[config.mk]
export PLATFORM = sky130hd
export DESIGN_NAME = bit_array_range_any_core
export DESIGN_NICKNAME = d
export VERILOG_FILES = /design/src/rtl/bara_pkg.sv /design/src/rtl/bit_array_range_any_core.sv /design/src/rtl/bara_front.sv /design/src/rtl/bara_back.sv
export SDC_FILE = /design/constraint.sdc
export NUM_CORES = 2
export LEC_CHECK = 0
export BUFFER_PORTS_ARGS = -buffer_cell sky130_fd_sc_hd__buf_2
export CORE_ASPECT_RATIO = 1.75
export CORE_UTILIZATION = 35
export CTS_BUF_LIST = sky130_fd_sc_hd__clkbuf_2
export DETAILED_ROUTE_END_ITERATION = 10
export GPL_TIMING_DRIVEN = 0
export HOLD_SLACK_MARGIN = 0.08
export PLACE_DENSITY = 0.46
export SYNTH_ARGS = -nofsm -noshare
export SYNTH_HDL_FRONTEND = slang
export SYNTH_SLANG_ARGS = --single-unit
[constraint.sdc]
create_clock -name clk -period 6.5 [get_ports clk]
set_input_delay 0.325 -clock clk [delete_from_list [all_inputs] [get_ports clk]]
set_output_delay 0.325 -clock clk [all_outputs]
set_load 0.05 [all_outputs]
[src/rtl/bara_pkg.sv]
// Shared constants, operation codes and the command type of the bit array block.
// Used by every module of the block; depends on nothing else.
`default_nettype none

package bara_pkg;

    // Store geometry.
    localparam int TOTAL_BITS = 1024;
    localparam int WORD_BITS  = 32;
    localparam int WORD_COUNT = (TOTAL_BITS + WORD_BITS - 1) / WORD_BITS;
    localparam int OFF_W      = $clog2(WORD_BITS);
    localparam int WIDX_W     = (WORD_COUNT > 1) ? $clog2(WORD_COUNT) : 1;

    // Port field widths.
    localparam int INDEX_W = 10;
    localparam int END_W   = 11;

    // Command queue between the front and the back.
    localparam int CMDQ_DEPTH = 2;
    localparam int CMDQ_PTR_W = (CMDQ_DEPTH > 1) ? $clog2(CMDQ_DEPTH) : 1;
    localparam int CMDQ_CNT_W = $clog2(CMDQ_DEPTH + 1);

    // Operation codes carried in the func field.
    localparam logic [1:0] FUNC_CLEAR = 2'd0;
    localparam logic [1:0] FUNC_GET   = 2'd1;
    localparam logic [1:0] FUNC_SET   = 2'd2;
    localparam logic [1:0] FUNC_ANY   = 2'd3;

    typedef logic [WORD_BITS-1:0] word_t;

    // A classified operation, ready for the back end to carry out.
    typedef struct packed {
        logic [1:0]        func;
        logic              idx_ok;
        logic [WIDX_W-1:0] word;
        logic [OFF_W-1:0]  offset;
        logic              value;
        logic              range_empty;
        logic [WIDX_W-1:0] first_word;
        logic [WIDX_W-1:0] last_word;
        logic [OFF_W-1:0]  first_off;
        logic [OFF_W:0]    last_end;
    } cmd_t;

endpackage

`default_nettype wire

[src/rtl/bit_array_range_any_core.sv]
// Bit array with get, set, clear and any-in-range query: a two-deep command
// queue in the front parts the input side from the word store in the back, and a
// result register parts the back from the output side. In the back end a clear
// ends as it is taken, a set reads its word and writes it back, a get reads its
// word for the result register, and an any query reads the words of the range
// in turn to the first hit: the single store read port delivers one 32-bit word a cycle.
// Bit 0 is the most significant bit of word 0. Reset needs no clearing pass.
// Depends on bara_pkg, bara_front and bara_back.
`default_nettype none

module bit_array_range_any_core
(
    input  wire logic                         clk,
    input  wire logic                         rst_n,
    input  wire logic                         push,
    output logic                              full,
    input  wire logic [1:0]                   func,
    input  wire logic [bara_pkg::INDEX_W-1:0] bit_index,
    input  wire logic                         bit_value,
    input  wire logic [bara_pkg::INDEX_W-1:0] range_start,
    input  wire logic [bara_pkg::END_W-1:0]   range_end,
    output logic                              empty,
    input  wire logic                         pop,
    output logic                              result_bit
);

    logic           cmd_valid;
    logic           cmd_take;
    bara_pkg::cmd_t cmd;

    // Classification and command queue.
    bara_front u_front
    (
        .clk         (clk),
        .rst_n       (rst_n),
        .push        (push),
        .full        (full),
        .func        (func),
        .bit_index   (bit_index),
        .bit_value   (bit_value),
        .range_start (range_start),
        .range_end   (range_end),
        .cmd_valid   (cmd_valid),
        .cmd         (cmd),
        .cmd_take    (cmd_take)
    );

    // Word store, sequencer and result register.
    bara_back u_back
    (
        .clk        (clk),
        .rst_n      (rst_n),
        .cmd_valid  (cmd_valid),
        .cmd        (cmd),
        .cmd_take   (cmd_take),
        .empty      (empty),
        .pop        (pop),
        .result_bit (result_bit)
    );

endmodule

`default_nettype wire

[src/rtl/bara_front.sv]
// Front end: accepts operations, splits positions into word and bit offset, and
// queues the classified commands for the back end. Depends on bara_pkg.
`default_nettype none

module bara_front
(
    input  wire logic                         clk,
    input  wire logic                         rst_n,
    input  wire logic                         push,
    output logic                              full,
    input  wire logic [1:0]                   func,
    input  wire logic [bara_pkg::INDEX_W-1:0] bit_index,
    input  wire logic                         bit_value,
    input  wire logic [bara_pkg::INDEX_W-1:0] range_start,
    input  wire logic [bara_pkg::END_W-1:0]   range_end,
    output logic                              cmd_valid,
    output bara_pkg::cmd_t                    cmd,
    input  wire logic                         cmd_take
);

    logic [bara_pkg::END_W-1:0] idx_ext;
    logic [bara_pkg::END_W-1:0] start_ext;
    logic [bara_pkg::END_W-1:0] hi_sat;
    logic [bara_pkg::END_W-1:0] hi_m1;
    bara_pkg::cmd_t             cls;

    bara_pkg::cmd_t                     q_mem_reg [bara_pkg::CMDQ_DEPTH];
    logic [bara_pkg::CMDQ_PTR_W-1:0]    wr_ptr_reg;
    logic [bara_pkg::CMDQ_PTR_W-1:0]    wr_ptr_next;
    logic [bara_pkg::CMDQ_PTR_W-1:0]    rd_ptr_reg;
    logic [bara_pkg::CMDQ_PTR_W-1:0]    rd_ptr_next;
    logic [bara_pkg::CMDQ_CNT_W-1:0]    count_reg;
    logic [bara_pkg::CMDQ_CNT_W-1:0]    count_next;
    logic                               push_ok;
    logic                               take_ok;

    // Classify the incoming operation: word, offset, saturated range bounds.
    always_comb
    begin
        idx_ext   = bara_pkg::END_W'(bit_index);
        start_ext = bara_pkg::END_W'(range_start);
        if (range_end > bara_pkg::END_W'(bara_pkg::TOTAL_BITS))
        begin
            hi_sat = bara_pkg::END_W'(bara_pkg::TOTAL_BITS);
        end
        else
        begin
            hi_sat = range_end;
        end
        hi_m1 = hi_sat - bara_pkg::END_W'(1);

        cls.func        = func;
        cls.idx_ok      = idx_ext < bara_pkg::END_W'(bara_pkg::TOTAL_BITS);
        cls.word        = bara_pkg::WIDX_W'(bit_index >> bara_pkg::OFF_W);
        cls.offset      = bit_index[bara_pkg::OFF_W-1:0];
        cls.value       = bit_value;
        cls.range_empty = start_ext >= hi_sat;
        cls.first_word  = bara_pkg::WIDX_W'(range_start >> bara_pkg::OFF_W);
        cls.last_word   = bara_pkg::WIDX_W'(hi_m1 >> bara_pkg::OFF_W);
        cls.first_off   = range_start[bara_pkg::OFF_W-1:0];
        cls.last_end    = {1'b0, hi_m1[bara_pkg::OFF_W-1:0]} + (bara_pkg::OFF_W + 1)'(1);
    end

    // Queue control.
    assign full      = count_reg == bara_pkg::CMDQ_CNT_W'(bara_pkg::CMDQ_DEPTH);
    assign cmd_valid = count_reg != '0;
    assign cmd       = q_mem_reg[rd_ptr_reg];
    assign push_ok   = push && !full;
    assign take_ok   = cmd_take && cmd_valid;

    always_comb
    begin
        wr_ptr_next = wr_ptr_reg;
        rd_ptr_next = rd_ptr_reg;
        count_next  = count_reg;
        if (push_ok)
        begin
            if (wr_ptr_reg == bara_pkg::CMDQ_PTR_W'(bara_pkg::CMDQ_DEPTH - 1))
            begin
                wr_ptr_next = '0;
            end
            else
            begin
                wr_ptr_next = wr_ptr_reg + bara_pkg::CMDQ_PTR_W'(1);
            end
        end
        if (take_ok)
        begin
            if (rd_ptr_reg == bara_pkg::CMDQ_PTR_W'(bara_pkg::CMDQ_DEPTH - 1))
            begin
                rd_ptr_next = '0;
            end
            else
            begin
                rd_ptr_next = rd_ptr_reg + bara_pkg::CMDQ_PTR_W'(1);
            end
        end
        if (push_ok && !take_ok)
        begin
            count_next = count_reg + bara_pkg::CMDQ_CNT_W'(1);
        end
        else if (take_ok && !push_ok)
        begin
            count_next = count_reg - bara_pkg::CMDQ_CNT_W'(1);
        end
    end

    // Queue pointers and fill level.
    always_ff @(posedge clk or negedge rst_n)
    begin
        if (!rst_n)
        begin
            wr_ptr_reg <= '0;
            rd_ptr_reg <= '0;
            count_reg  <= '0;
        end
        else
        begin
            wr_ptr_reg <= wr_ptr_next;
            rd_ptr_reg <= rd_ptr_next;
            count_reg  <= count_next;
        end
    end

    // Queue storage; the payload needs no reset.
    always_ff @(posedge clk)
    begin
        if (push_ok)
        begin
            q_mem_reg[wr_ptr_reg] <= cls;
        end
    end

endmodule

`default_nettype wire

[src/rtl/bara_back.sv]
// Back end: holds the word store, carries out clear, get, set and range scans,
// and keeps the result register. Depends on bara_pkg.
`default_nettype none

module bara_back
(
    input  wire logic           clk,
    input  wire logic           rst_n,
    input  wire logic           cmd_valid,
    input  wire bara_pkg::cmd_t cmd,
    output logic                cmd_take,
    output logic                empty,
    input  wire logic           pop,
    output logic                result_bit
);

    localparam logic [2:0] ST_IDLE   = 3'd0;
    localparam logic [2:0] ST_GET    = 3'd1;
    localparam logic [2:0] ST_SET    = 3'd2;
    localparam logic [2:0] ST_SCAN   = 3'd3;
    localparam logic [2:0] ST_RESULT = 3'd4;

    localparam int                   SCAN_W   = bara_pkg::WIDX_W + 1;
    localparam bara_pkg::word_t      ALL_ONES = '1;
    localparam logic [bara_pkg::OFF_W-1:0] TOP_OFF = bara_pkg::OFF_W'(bara_pkg::WORD_BITS - 1);

    // Word store with one valid bit per word; an invalid word reads as zero.
    bara_pkg::word_t                  mem [bara_pkg::WORD_COUNT];
    bara_pkg::word_t                  mem_rdata_reg;
    logic                             rd_valid_reg;
    logic [bara_pkg::WORD_COUNT-1:0]  valid_reg;
    logic [bara_pkg::WORD_COUNT-1:0]  valid_next;
    logic                             mem_re;
    logic [bara_pkg::WIDX_W-1:0]      mem_raddr;
    logic                             mem_we;
    bara_pkg::word_t                  mem_wdata;
    bara_pkg::word_t                  rdata_eff;

    logic [2:0]                       state_reg;
    logic [2:0]                       state_next;
    bara_pkg::cmd_t                   cur_reg;
    bara_pkg::cmd_t                   cur_next;
    logic [SCAN_W-1:0]                scan_addr_reg;
    logic [SCAN_W-1:0]                scan_addr_next;
    logic [bara_pkg::WIDX_W-1:0]      chk_word_reg;
    logic [bara_pkg::WIDX_W-1:0]      chk_word_next;
    logic                             chk_valid_reg;
    logic                             chk_valid_next;
    logic                             res_reg;
    logic                             res_next;
    logic                             out_valid_reg;
    logic                             out_valid_next;
    logic                             out_bit_reg;
    logic                             out_bit_next;

    logic [bara_pkg::OFF_W:0]         lo_sh;
    logic [bara_pkg::OFF_W:0]         hi_sh;
    bara_pkg::word_t                  range_mask;
    bara_pkg::word_t                  bit_mask;
    logic                             issue;
    logic                             hit;
    logic                             at_last;
    logic                             load_out;
    logic                             pop_ok;

    assign rdata_eff = rd_valid_reg ? mem_rdata_reg : '0;

    // Mask of the range bits that fall inside the word under check.
    always_comb
    begin
        if (chk_word_reg == cur_reg.first_word)
        begin
            lo_sh = {1'b0, cur_reg.first_off};
        end
        else
        begin
            lo_sh = '0;
        end
        if (chk_word_reg == cur_reg.last_word)
        begin
            hi_sh = cur_reg.last_end;
        end
        else
        begin
            hi_sh = (bara_pkg::OFF_W + 1)'(bara_pkg::WORD_BITS);
        end
        range_mask = (ALL_ONES >> lo_sh) & ~(ALL_ONES >> hi_sh);
        bit_mask   = bara_pkg::word_t'(1) << (TOP_OFF - cur_reg.offset);
    end

    assign issue   = scan_addr_reg <= {1'b0, cur_reg.last_word};
    assign hit     = chk_valid_reg && ((rdata_eff & range_mask) != '0);
    assign at_last = chk_valid_reg && (chk_word_reg == cur_reg.last_word);
    assign pop_ok  = pop && out_valid_reg;
    assign load_out = (state_reg == ST_RESULT) && (!out_valid_reg || pop);

    // Sequencer for the four operations.
    always_comb
    begin
        state_next     = state_reg;
        cur_next       = cur_reg;
        scan_addr_next = scan_addr_reg;
        chk_word_next  = chk_word_reg;
        chk_valid_next = chk_valid_reg;
        res_next       = res_reg;
        valid_next     = valid_reg;
        cmd_take       = 1'b0;
        mem_re         = 1'b0;
        mem_raddr      = scan_addr_reg[bara_pkg::WIDX_W-1:0];
        mem_we         = 1'b0;
        mem_wdata      = rdata_eff;

        case (state_reg)
            ST_IDLE:
            begin
                if (cmd_valid)
                begin
                    cmd_take       = 1'b1;
                    cur_next       = cmd;
                    scan_addr_next = {1'b0, cmd.first_word};
                    chk_valid_next = 1'b0;
                    res_next       = 1'b0;
                    case (cmd.func)
                        bara_pkg::FUNC_CLEAR:
                        begin
                            valid_next = '0;
                        end
                        bara_pkg::FUNC_GET:
                        begin
                            if (cmd.idx_ok)
                            begin
                                mem_re     = 1'b1;
                                mem_raddr  = cmd.word;
                                state_next = ST_GET;
                            end
                            else
                            begin
                                state_next = ST_RESULT;
                            end
                        end
                        bara_pkg::FUNC_SET:
                        begin
                            if (cmd.idx_ok)
                            begin
                                mem_re     = 1'b1;
                                mem_raddr  = cmd.word;
                                state_next = ST_SET;
                            end
                        end
                        default:
                        begin
                            if (cmd.range_empty)
                            begin
                                state_next = ST_RESULT;
                            end
                            else
                            begin
                                state_next = ST_SCAN;
                            end
                        end
                    endcase
                end
            end
            ST_GET:
            begin
                res_next   = rdata_eff[TOP_OFF - cur_reg.offset];
                state_next = ST_RESULT;
            end
            ST_SET:
            begin
                mem_we = 1'b1;
                if (cur_reg.value)
                begin
                    mem_wdata = rdata_eff | bit_mask;
                end
                else
                begin
                    mem_wdata = rdata_eff & ~bit_mask;
                end
                valid_next[cur_reg.word] = 1'b1;
                state_next = ST_IDLE;
            end
            ST_SCAN:
            begin
                // Reads are issued one word a cycle; each word is checked on its registered read data.
                if (hit || at_last)
                begin
                    res_next       = hit;
                    chk_valid_next = 1'b0;
                    state_next     = ST_RESULT;
                end
                else if (issue)
                begin
                    mem_re         = 1'b1;
                    scan_addr_next = scan_addr_reg + SCAN_W'(1);
                    chk_word_next  = scan_addr_reg[bara_pkg::WIDX_W-1:0];
                    chk_valid_next = 1'b1;
                end
                else
                begin
                    chk_valid_next = 1'b0;
                end
            end
            ST_RESULT:
            begin
                if (load_out)
                begin
                    state_next = ST_IDLE;
                end
            end
            default:
            begin
                state_next = ST_IDLE;
            end
        endcase
    end

    // Result register towards the output port.
    always_comb
    begin
        out_valid_next = out_valid_reg;
        out_bit_next   = out_bit_reg;
        if (load_out)
        begin
            out_valid_next = 1'b1;
            out_bit_next   = res_reg;
        end
        else if (pop_ok)
        begin
            out_valid_next = 1'b0;
        end
    end

    assign empty      = !out_valid_reg;
    assign result_bit = out_bit_reg;

    // Control state.
    always_ff @(posedge clk or negedge rst_n)
    begin
        if (!rst_n)
        begin
            state_reg     <= ST_IDLE;
            chk_valid_reg <= 1'b0;
            valid_reg     <= '0;
            rd_valid_reg  <= 1'b0;
            out_valid_reg <= 1'b0;
        end
        else
        begin
            state_reg     <= state_next;
            chk_valid_reg <= chk_valid_next;
            valid_reg     <= valid_next;
            if (mem_re)
            begin
                rd_valid_reg <= valid_reg[mem_raddr];
            end
            out_valid_reg <= out_valid_next;
        end
    end

    // Payload registers.
    always_ff @(posedge clk)
    begin
        cur_reg       <= cur_next;
        scan_addr_reg <= scan_addr_next;
        chk_word_reg  <= chk_word_next;
        res_reg       <= res_next;
        out_bit_reg   <= out_bit_next;
    end

    // Word store: one write port, one registered read port.
    always_ff @(posedge clk)
    begin
        if (mem_we)
        begin
            mem[cur_reg.word] <= mem_wdata;
        end
        if (mem_re)
        begin
            mem_rdata_reg <= mem[mem_raddr];
        end
    end

    // The store is written only in the write-back step of a set.
    assert property (@(posedge clk) disable iff (!rst_n)
        mem_we |-> (state_reg == ST_SET))
        else $error("store written outside a set");

    // A result never overwrites one that has not been taken.
    assert property (@(posedge clk) disable iff (!rst_n)
        (out_valid_reg && !pop) |=> ($stable(out_bit_reg) && out_valid_reg))
        else $error("waiting result was overwritten");

    // Commands leave the queue only when the sequencer is idle.
    assert property (@(posedge clk) disable iff (!rst_n)
        cmd_take |-> (state_reg == ST_IDLE))
        else $error("command taken while busy");

    // A pending word check exists only during a range scan.
    assert property (@(posedge clk) disable iff (!rst_n)
        chk_valid_reg |-> (state_reg == ST_SCAN))
        else $error("word check pending outside a scan");

    // A clear leaves every word reading as zero.
    assert property (@(posedge clk) disable iff (!rst_n)
        (cmd_take && (cmd.func == bara_pkg::FUNC_CLEAR)) |=> (valid_reg == '0))
        else $error("clear left a word valid");

endmodule

`default_nettype wire
==> qor.yml <==
run_status:
  status: "complete, no violations"
placed_design:
  dp_cells: 4462
  portBuffers: 40
  hpwlAfterDp_microns: 102000
  gp_congestion: 0.881
floorplan:
  die_y_microns: 497
  dieArea_sq_mm: 0.141
  core-area_sq_mm: 0.139
  die_x_microns: 285
  rows: 181
  start_util_pct: 35.3
  pin_count: 41
critical_path:
  worst-setup-path-type: "flip-flop to flip-flop"
  path_max_fanout: 18
  reg2reg_setup_slack_ns: 0.22
  reg2reg_depth: 14
  cp.required_ns: 7.67
  start_kind: "flip-flop"
  r2r-start: "u_front.rd_ptr_reg$_DFFE_PN0P_"
  crit_path_end: "u_back.mem_rdata_reg[6]$_DFFE_PP_"
  timing.rr.end: "u_back.mem_rdata_reg[6]$_DFFE_PP_"
  worstSetupStartpoint: "u_front.rd_ptr_reg$_DFFE_PN0P_"
  endpoint_kind: "flip-flop"
  critPathArrivalTime_ns: 7.45
clock_tree:
  postCtsSetupBuffers: 0
  cts_buffers: 289
  cts_max_level: 5
  path_clk_slew_ns: 0.12
  cts.path.max_buffers: 4
  cts_sinks: 1213
  root_buffer: "clkbuf_2"
  cts_tree: "done"
  clk_latency_ns: 1.56
layout:
  fin_cells: 5059
  fin_nets: 3092
  largest_register_ffs: 1024
  fill_cells: 12613
  layout-drive-gt1-share_pct: 32.1
  area_growth_pct: 16.3
  post-route-util_pct: 41.0
yosys:
  ys_types: 71
  synth_seq_area_share_pct: 74.0
  synth_seq_cells: 1213
  avgSynthCellArea_sq_um: 19.3
  syn_inst: 2532
  syn-num-nets: 2591
  synth_ff_type: "edfxtp_1"
  synthMostInstantiatedCell: "edfxtp_1"
  synth_common_cells: "edfxtp_1 (1171), mux4_2 (262), nand2_1 (126)"
  synth_top_area_cell: "edfxtp_1"
  synth_top_area_share_pct: 71.8
  synth_edf_count: 1171
  synth_area_leaders: "edfxtp_1 (72%), mux4_2 (12%), mux2_2 (2.3%)"
  ys_async_sr_fraction_pct: 3.46
  synthesis.area_sq_mm: 0.0490
  ys_warn_count: 0
sta:
  period_needed_ns: 6.28
  timing.final.crit_share_pct: 96.6
  slew_violations: 0
  worstMarginPinSlew_ns: 1.29
  max_freq_mhz: 159
  hold_violations: 0
  rsz0062_at_grt: "no"
  relSlewSlack_pct: 13.0
  setup_viol: 0
  clock_skew_ns: 0.136
  totalNegativeSetupSlack_ns: 0
drt:
  wl_microns: 148000
  drt_pass1_iterations: 7
  num_vias: 26694
  route.detailed.drc: 0
  drtAntennaViolNets: 0
  wl_per_cell_microns: 29.3
  first_iter_violations: 1682
  viasPerCell: 5.28
job:
  max_cap_violations: 0
min_path:
  hold_class: "input port to flip-flop"
power_and_ir_drop:
  max-vdd-ir-drop_mv: 0.301
  cellLeakagePower_uw: 0.0190
  power_density_mw_per_mm2: 511
global_route:
  grt_max_degree: 43
  grt_pass1_wl_microns: 210000
  grt_pass1_vias: 29535
  grt_use_total_pct: 21.2
  grt_overflow: 0
  antenna_found_initial: 4
metrics by stage:
stage	total power (uW)	area, sq um	hold slack, ns	setup WS (ns)
final	29100	56900	0.391	0.221
after global routing	30400	56900	0.208	0.0126
after CTS	29600	56900	0.0826	0.116
after detailed placement	24500	53300	0.409	-1.05
after global placement	24100	51400	0.422	-2.24
after floorplan	18500	49000	0.0294	1.18
cell usage in the layout, fill, tap and decap left out, types with 41 or more instances in the layout:
cell type and instances:
a21oi_1 41, buf_2 71, clkbuf_1 76, clkbuf_2 420, clkinv_1 52, dfrtp_1 42, dlygate4sd3_1 109, edfxtp_1 1171
mux2_2 101, mux2i_1 84, mux4_2 262, nand2_1 126, nand3_1 48, nor2_1 77, o21ai_0 53
worst max-delay path: stages (launching register included):
cell and delay [ns]:
dfrtp_1 0.33, buf_2 0.38, clkdlybuf4s15_2 0.51, mux2i_1 0.35
ha_1 0.32, o2111ai_1 0.26, buf_2 0.37, a21o_1 0.18
clkbuf_1 0.32, buf_2 0.43, buf_2 0.54, mux4_2 0.56
mux2_2 0.28, a21oi_1 0.70, o21ai_0 0.35
logic make-up (layout without fill, tap and decap cells):
group	after synthesis	after routing	synth area share, %
other	0	7	0
flip-flops	1213	1213	74.0
AO/OA/AOI/OAI	292	292	3.98
adder cells (fa/ha/maj)	21	21	0.537
buffers and inverters	160	850	1.40
AND/OR/NAND/NOR	370	370	3.42
XOR/XNOR	26	26	0.534
multiplexers	450	450	16.2
layer usage:
metal / part of all wire, % / track usage, %
met5: 0 / 0
met4: 5.5 / 12.4
met3: 3.8 / 3.54
met2: 56 / 40.4
met1: 35 / 21.6
how the worst min path moves through the flow:
stage | slack, ns | end | cells after the start | start
3_3_place_gp | 0.42 | u_back.result_bit$_DFFE_PP_ | 0 | u_back.res_reg$_DFFE_PP_
2_1_floorplan | 0.03 | u_back.chk_valid_reg$_DFFE_PN0P_ | 0 | rst_n
6_report | 0.39 | u_front.q_mem_reg[1][0]$_DFFE_PP_ | 5 | range_end[0]
3_5_place_dp | 0.41 | u_back.result_bit$_DFFE_PP_ | 0 | u_back.res_reg$_DFFE_PP_
4_1_cts | 0.08 | u_front.q_mem_reg[1][0]$_DFFE_PP_ | 5 | range_end[0]
5_1_grt | 0.21 | u_front.q_mem_reg[0][0]$_DFFE_PP_ | 5 | range_end[0]
timing repair:
item	4_1_cts	5_1_grt
setup endpoints to repair	32	0
hold buffers	110	0
hold endpoints to repair	188	0
resized for setup	21	0
final cells by class:
cell class	instances	area, sq um	area share, %
clock inverter	68	398	0.699
tap	1830	2290	4.02
clock buffer	412	2060	3.62
timing repair buffer	211	2650	4.65
sequential	1213	36200	63.6
buffer	136	627	1.10
antenna	7	17.5	0.0308
inverter	23	86.3	0.152
multi-input combinational	1159	12600	22.1
where the power goes:
group	leakage [uW]	switching [uW]	internal [uW]
clock network	0.00191	3000	1880
registers	0.0113	457	9980
logic	0.00586	8580	5190
Power figures use the tool's default switching activity.
